$ cat config.mk
export PLATFORM = sky130hd
export DESIGN_NAME = deadband_report_trigger_unit
export DESIGN_NICKNAME = d
export VERILOG_FILES = /design/src/design/drt_pkg.sv /design/src/design/drt_cfg.sv /design/src/design/drt_chan.sv /design/src/design/deadband_report_trigger_unit.sv
export SDC_FILE = /design/constraint.sdc
export NUM_CORES = 1
export LEC_CHECK = 0
export BUFFER_PORTS_ARGS = -buffer_cell sky130_fd_sc_hd__buf_2
export CAP_MARGIN = 20
export CORE_UTILIZATION = 55
export DETAILED_ROUTE_END_ITERATION = 12
export PLACE_DENSITY = 0.83
export SYNTH_ARGS = -nofsm -noshare
export SYNTH_HDL_FRONTEND = slang
export SYNTH_SLANG_ARGS = --single-unit
$ cat constraint.sdc
create_clock -name clk -period 10.25 [get_ports clk]
set_input_delay 2.05 -clock clk [delete_from_list [all_inputs] [get_ports clk]]
set_output_delay 2.05 -clock clk [all_outputs]
set_load 0.02 [all_outputs]
$ cat src/design/drt_pkg.sv
`default_nettype none

package drt_pkg;

	localparam int LEVEL_FRAC_BITS = 8;
	localparam int COUNTER_WIDTH   = 32;

	localparam int NUM_CH = 3;
	localparam int LEVEL_W = 24;
	localparam int CFG_W = 16;
	localparam int REPORT_W = 16;
	localparam int CFG_IDX_W = 3;

	localparam int SECONDS_PER_MINUTE = 60;
	localparam int MAX_SEC_W = CFG_W + 6;

	localparam int DIFF_W = LEVEL_W + 1;
	localparam int LIM_W = CFG_W + LEVEL_FRAC_BITS;
	localparam int CMP_W = (DIFF_W > LIM_W) ? DIFF_W : LIM_W;
	localparam int PROD_W = LEVEL_W + 4;

	localparam logic [CFG_IDX_W-1:0] REG_MIN_SECONDS = 3'd0;
	localparam logic [CFG_IDX_W-1:0] REG_MAX_MINUTES = 3'd1;
	localparam logic [CFG_IDX_W-1:0] REG_HELIUM_THR  = 3'd2;
	localparam logic [CFG_IDX_W-1:0] REG_N2A_THR     = 3'd3;
	localparam logic [CFG_IDX_W-1:0] REG_N2B_THR     = 3'd4;

	localparam logic [CFG_W-1:0] MIN_SECONDS_RST = CFG_W'(60);
	localparam logic [MAX_SEC_W-1:0] MAX_SECONDS_RST = MAX_SEC_W'(60 * SECONDS_PER_MINUTE);
	localparam logic [CFG_W-1:0] THRESHOLD_RST = CFG_W'(1);

	typedef struct packed {
		logic                      tick_second;
		logic                      link_up;
		logic                      sample_valid;
		logic signed [LEVEL_W-1:0] helium_level;
		logic signed [LEVEL_W-1:0] nitrogen_a_level;
		logic signed [LEVEL_W-1:0] nitrogen_b_level;
	} in_item_t;

	typedef struct packed {
		logic                report_now;
		logic [REPORT_W-1:0] helium_report;
		logic [REPORT_W-1:0] nitrogen_a_report;
		logic [REPORT_W-1:0] nitrogen_b_report;
	} out_item_t;

	typedef struct packed {
		logic [CFG_W-1:0]                  min_seconds;
		logic [MAX_SEC_W-1:0]              max_seconds;
		logic [NUM_CH-1:0][CFG_W-1:0]      threshold;
	} cfg_t;

endpackage

`default_nettype wire

$ cat src/design/drt_cfg.sv
`default_nettype none

module drt_cfg (
	input  wire logic                           clk,
	input  wire logic                           arst_n,
	input  wire logic                           cfg_we,
	input  wire logic [drt_pkg::CFG_IDX_W-1:0]  cfg_idx,
	input  wire logic [drt_pkg::CFG_W-1:0]      cfg_data,
	output drt_pkg::cfg_t                       cfg
);
	import drt_pkg::*;

	logic [CFG_W-1:0]             min_seconds_q;
	logic [MAX_SEC_W-1:0]         max_seconds_q;
	logic [NUM_CH-1:0][CFG_W-1:0] threshold_q;
	logic [MAX_SEC_W-1:0]         data_ext;
	logic [MAX_SEC_W-1:0]         minutes_to_sec;

	// minutes * 60 = minutes * 64 - minutes * 4
	assign data_ext = MAX_SEC_W'(cfg_data);
	assign minutes_to_sec = (data_ext << 6) - (data_ext << 2);

	always_ff @(posedge clk or negedge arst_n) begin
		if (!arst_n) begin
			min_seconds_q <= MIN_SECONDS_RST;
			max_seconds_q <= MAX_SECONDS_RST;
			threshold_q   <= {NUM_CH{THRESHOLD_RST}};
		end else if (cfg_we) begin
			case (cfg_idx)
				REG_MIN_SECONDS: min_seconds_q  <= cfg_data;
				REG_MAX_MINUTES: max_seconds_q  <= minutes_to_sec;
				REG_HELIUM_THR:  threshold_q[0] <= cfg_data;
				REG_N2A_THR:     threshold_q[1] <= cfg_data;
				REG_N2B_THR:     threshold_q[2] <= cfg_data;
				default: ;
			endcase
		end
	end

	assign cfg.min_seconds = min_seconds_q;
	assign cfg.max_seconds = max_seconds_q;
	assign cfg.threshold   = threshold_q;

endmodule

`default_nettype wire

$ cat src/design/drt_chan.sv
`default_nettype none

module drt_chan (
	input  wire logic signed [drt_pkg::LEVEL_W-1:0] level,
	input  wire logic signed [drt_pkg::LEVEL_W-1:0] reported,
	input  wire logic [drt_pkg::CFG_W-1:0]          threshold,
	output logic                                    moved,
	output logic [drt_pkg::REPORT_W-1:0]            report
);
	import drt_pkg::*;

	logic signed [DIFF_W-1:0] diff;
	logic [DIFF_W-1:0]        mag;
	logic [CMP_W-1:0]         mag_ext;
	logic [CMP_W-1:0]         lim_ext;
	logic [PROD_W-1:0]        lvl_ext;
	logic [PROD_W-1:0]        prod;
	logic [PROD_W-1:0]        scaled;
	logic                     positive;

	assign diff = DIFF_W'(level) - DIFF_W'(reported);
	assign mag = diff[DIFF_W-1] ? DIFF_W'(-diff) : DIFF_W'(diff);
	assign mag_ext = CMP_W'(mag);
	assign lim_ext = CMP_W'({threshold, {LEVEL_FRAC_BITS{1'b0}}});
	assign moved = mag_ext > lim_ext;

	// level * 10 = level * 8 + level * 2, then drop the fraction bits
	assign positive = !level[LEVEL_W-1] && (level != '0);
	assign lvl_ext = PROD_W'($unsigned(level));
	assign prod = (lvl_ext << 3) + (lvl_ext << 1);
	assign scaled = prod >> LEVEL_FRAC_BITS;

	always_comb begin
		if (!positive) begin
			report = '0;
		end else if (scaled > PROD_W'({REPORT_W{1'b1}})) begin
			report = {REPORT_W{1'b1}};
		end else begin
			report = scaled[REPORT_W-1:0];
		end
	end

endmodule

`default_nettype wire

$ cat src/design/deadband_report_trigger_unit.sv
`default_nettype none

// Channel | Direction | Handshake           | Payload
// in      | input     | in_valid / in_stall | in_item (drt_pkg::in_item_t)
// out     | output    | out_valid/out_stall | out_item (drt_pkg::out_item_t)
// cfg     | input     | cfg_we              | cfg_idx, cfg_data
//
// One item per cycle while not stalled; input register, then result register.
// State (readings, last reported, seconds counter) updates as an item moves from
// the input register to the result register, so the next item sees it directly.
// Reset clears readings and counter and loads register defaults.
// in_stall rises only when both registers are full and out_stall is high.

module deadband_report_trigger_unit (
	input  wire logic                          clk,
	input  wire logic                          arst_n,
	input  wire logic                          in_valid,
	output logic                               in_stall,
	input  wire drt_pkg::in_item_t             in_item,
	output logic                               out_valid,
	input  wire logic                          out_stall,
	output drt_pkg::out_item_t                 out_item,
	input  wire logic                          cfg_we,
	input  wire logic [drt_pkg::CFG_IDX_W-1:0] cfg_idx,
	input  wire logic [drt_pkg::CFG_W-1:0]     cfg_data
);
	import drt_pkg::*;

	cfg_t cfg;

	in_item_t  item_s1;
	logic      valid_s1;
	out_item_t res_s2;
	logic      valid_s2;

	logic signed [LEVEL_W-1:0] cur_q [NUM_CH];
	logic signed [LEVEL_W-1:0] rep_q [NUM_CH];
	logic [COUNTER_WIDTH-1:0]  cnt_q;

	logic signed [LEVEL_W-1:0] lvl_in   [NUM_CH];
	logic signed [LEVEL_W-1:0] cur_next [NUM_CH];
	logic [NUM_CH-1:0]         moved;
	logic [REPORT_W-1:0]       report [NUM_CH];
	logic [COUNTER_WIDTH-1:0]  cnt_inc;
	logic                      max_ok;
	logic                      min_ok;
	logic                      fire;
	logic                      advance;
	logic                      accept;

	drt_cfg u_cfg (
		.clk      (clk),
		.arst_n   (arst_n),
		.cfg_we   (cfg_we),
		.cfg_idx  (cfg_idx),
		.cfg_data (cfg_data),
		.cfg      (cfg)
	);

	assign advance  = valid_s1 && (!valid_s2 || !out_stall);
	assign in_stall = valid_s1 && !advance;
	assign accept   = in_valid && !in_stall;

	assign lvl_in[0] = item_s1.helium_level;
	assign lvl_in[1] = item_s1.nitrogen_a_level;
	assign lvl_in[2] = item_s1.nitrogen_b_level;

	for (genvar i = 0; i < NUM_CH; i++) begin : g_ch
		assign cur_next[i] = item_s1.sample_valid ? lvl_in[i] : cur_q[i];

		drt_chan u_chan (
			.level     (cur_next[i]),
			.reported  (rep_q[i]),
			.threshold (cfg.threshold[i]),
			.moved     (moved[i]),
			.report    (report[i])
		);
	end

	assign cnt_inc = (item_s1.tick_second && (cnt_q != {COUNTER_WIDTH{1'b1}})) ?
		cnt_q + COUNTER_WIDTH'(1) : cnt_q;
	assign max_ok = cnt_inc >= COUNTER_WIDTH'(cfg.max_seconds);
	assign min_ok = cnt_inc >= COUNTER_WIDTH'(cfg.min_seconds);
	assign fire = item_s1.link_up && (max_ok || (min_ok && (moved != '0)));

	always_ff @(posedge clk or negedge arst_n) begin
		if (!arst_n) begin
			valid_s1 <= 1'b0;
			valid_s2 <= 1'b0;
		end else begin
			if (accept) begin
				valid_s1 <= 1'b1;
			end else if (advance) begin
				valid_s1 <= 1'b0;
			end
			if (advance) begin
				valid_s2 <= 1'b1;
			end else if (!out_stall) begin
				valid_s2 <= 1'b0;
			end
		end
	end

	always_ff @(posedge clk) begin
		if (accept) begin
			item_s1 <= in_item;
		end
		if (advance) begin
			res_s2.report_now        <= fire;
			res_s2.helium_report     <= fire ? report[0] : '0;
			res_s2.nitrogen_a_report <= fire ? report[1] : '0;
			res_s2.nitrogen_b_report <= fire ? report[2] : '0;
		end
	end

	always_ff @(posedge clk or negedge arst_n) begin
		if (!arst_n) begin
			cnt_q <= '0;
			for (int i = 0; i < NUM_CH; i++) begin
				cur_q[i] <= '0;
				rep_q[i] <= '0;
			end
		end else if (advance) begin
			cnt_q <= fire ? '0 : cnt_inc;
			for (int i = 0; i < NUM_CH; i++) begin
				cur_q[i] <= cur_next[i];
				if (fire) begin
					rep_q[i] <= cur_next[i];
				end
			end
		end
	end

	assign out_valid = valid_s2;
	assign out_item  = res_s2;

endmodule

`default_nettype wire

==> run metrics <==
CTS max path bufs 3; Final Cycle Share 87.9%; layout cells sized above 1 10.8%; H-tree depth 2; final WL 70200 µm; Slew headroom 30.4%; Final Hold Violating Endpoints 0; final net count 3410; Yosys cell types 90; Boundary Pins 150; TritonRoute pass-1 iters 5; antenna violations before repair 1; vias in the first global route 22.2k; die area 0.0493 mm²; CTS tree built; HPWL after detailed placement 50900 µm; NetSw 4.22 mW; setup slack after layout 1.24 ns; fin. max-slew vios 0; Mapped Cells 2982; static leakage 13.5 nW; Clock Sinks 386; largest net degree at the start of global routing 100; highest-count cells in the layout ignoring fill and taps 333 x nand2_1, 252 x inv_1, 251 x dfrtp_1; Die Y 222 µm; Worst-Margin Slew 1.03 ns; CP max-delay cell and2_2; # rows 80; Worst setup SP type register; routability congestion estimate 0.944; root buffer cell clkbuf_16; vias 22.7k; top_reg_cell synth dfrtp_1; Reg clk slew, reported paths 0.06 ns; metal3 WL 4430 µm; status complete, no violations; Setup crit start item_s1[72]$_DFFE_PP_; Worst IR Drop VDD 0.181 mV; min-delay src cur_q[27]$_DFFE_PN0P_; port bufs 149; Sequential Power Share 22.7%; fin crit period 9.01 ns; flops & latches, synth 386; switching share of power 44.8%; first-pass GRT wire length 113000 µm; Crit Path Class reg -> reg; Worst Path Max Fanout 62; max_cap viols 0; Starting Density 55.8%; Post-CTS Setup Bufs 0; top layer in use met4; syn avg cell area 8.93 µm²; Worst Path Required 10.70 ns; unrepaired setup endpoints after global routing false; drt wl/cell 18.9 µm; Post-Synthesis Net Count 3320; Worst path max stage delay 0.91 ns; Buffers & Inverters on Critical Path 4; Pint 5.20 mW; # hold bufs at CTS 0; M1 wire length 30300 µm; clock skew 0.0284 ns; area delta synth->final 10.3%; clock latency at the later pin of the worst-skew pair 0.60 ns; GRT Resource Usage Total 28.2%; WL met2 32900 µm; ys async rst share 67.9%; core area 0.0477 mm²; DRC viols 0; CTS resizes 0; RR Startpoint item_s1[72]$_DFFE_PP_; dpl ws 1.32 ns; CP delay by family, top simple AND/OR/NAND/NOR gates; Gate power share 60.2%; WP data arrival 9.46 ns; Synth Cell Area 0.0266 mm²; final antenna-violating net count 0; Yosys warning count 0; CTS Buf Count 43; Clk network pwr share 17.1%; Min-Delay Path Class reg -> reg; die span in x 222 µm; # diodes 0; setup violators final 0; commonest non-fill, non-tap cell in the layout nand2_1; First DRT Iteration DRCs 1679; placed insts 3640; Cell Pwr Density 321 mW/mm²; Peak Freq 0.111 GHz; DR vias/cell 6.10; Post-Layout Cell Count 3722; sequential element share of the synthesized area 38.6%; Setup crit end kind register; Final TNS setup 0 ns; number of synthesized flops with an enable pin 124; GRT overflow 0
-- final timing paths --
path                                                  endpoint  slack [ns]  cells after the start
hold reg to reg                          cur_q[27]$_DFFE_PN0P_        0.47                      2
setup / recovery                         rep_q[20]$_DFFE_PN0P_        1.24                     27
setup reg to reg                         rep_q[20]$_DFFE_PN0P_        1.24                     27
min in group asynchronous  u_cfg.min_seconds_q[10]$_DFFE_PN0P_        1.41                      1
hold / removal                           cur_q[27]$_DFFE_PN0P_        0.47                      2
max in group asynchronous                cur_q[55]$_DFFE_PN0P_        6.78                      3
-- metal layers --
metal	global-route usage, %	vias to the layer above
li1	-	10800
met1	37.4	10900
met2	46.4	799
met3	4.06	170
met4	11.1	0
met5	0	-
-- flip-flops by register name, indices dropped and copies added (netlist names), 16 cells and up --
name / count
item_s1: 75
cnt_q: 32
rep_q: 72
cur_q: 72
u_cfg.min_seconds_q: 16
out_item: 49
u_cfg.max_seconds_q: 20
u_cfg.cfg: 48
-- worst reg2reg max path, stage by stage, from the launching register on --
cell      delay, ns
edfxtp_1       0.89
buf_12         0.42
mux2i_1        0.51
inv_1          0.17
ha_1           0.44
a21o_1         0.25
a21oi_1        0.28
or3b_2         0.48
o21ai_1        0.34
xor2_1         0.39
a221oi_1       0.26
nor4_1         0.50
and3_1         0.25
a21oi_1        0.08
xnor2_1        0.24
ha_1           0.28
nand4_1        0.07
or4_1          0.13
nor2_1         0.04
and4b_1        0.19
a31oi_1        0.14
o22ai_1        0.15
o2111a_1       0.20
a31oi_4        0.13
buf_4          0.52
and2_2         0.94
buf_4          0.44
o21ai_0        0.15
-- synthesized netlist by cell type, drive strengths merged (46+ instances only) --
cell / n / share of area, %
a21o: 52 / 1.5
a21oi: 240 / 4.6
clkbuf: 100 / 1.4
dfrtp: 251 / 24
edfxtp: 124 / 14
ha: 236 / 11
inv: 253 / 3.6
mux2i: 54 / 2.0
nand2: 335 / 4.7
nand3: 94 / 1.8
nand4: 46 / 1.1
nor2: 146 / 2.1
nor3: 53 / 1.0
o21a: 50 / 1.4
o21ai: 256 / 4.8
xnor2: 98 / 3.2
xor2: 86 / 2.8
-- layout make-up --
class	instances	area [µm²]
fill	3868	18400
timing repair buffer	174	983
multi-input combinational	2214	14900
clock buffer	60	1270
tap	615	769
clock inverter	20	205
sequential	386	10300
inverter	253	955
-- power by group through the flow --
stage | combinational, mW | clock, mW | sequential (mW)
floorplan | 4.27 | 0 | 2.15
detailed placement | 5.55 | 0 | 2.16
global route | 6.32 | 1.69 | 2.18
global placement | 5.33 | 0 | 2.14
CTS | 5.61 | 1.64 | 2.14
finish | 5.68 | 1.61 | 2.14
-- per-stage QoR --
step / util [%] / instance area, µm² / hold WS, ns / total power, mW
global route: 61.5 / 29400 / 0.492 / 10.2
finish: 61.5 / 29400 / 0.471 / 9.42
detailed placement: 58.3 / 27800 / 0.461 / 7.71
CTS: 61.4 / 29300 / 0.475 / 9.38
floorplan: - / 26600 / 0.442 / 6.42
global placement: 58.3 / 27800 / 0.454 / 7.47
-- kinds of logic after synthesis --
family / Yosys count / synth area share, %
multiplexers: 85 / 3.34
buffers and inverters: 382 / 5.59
AND/OR/NAND/NOR: 901 / 16.6
adder cells (fa/ha/maj): 239 / 11.3
XOR/XNOR: 185 / 6.14
AO/OA/AOI/OAI: 804 / 18.4
flip-flops: 386 / 38.6
Note: power is estimated with default switching activity, not from simulation.
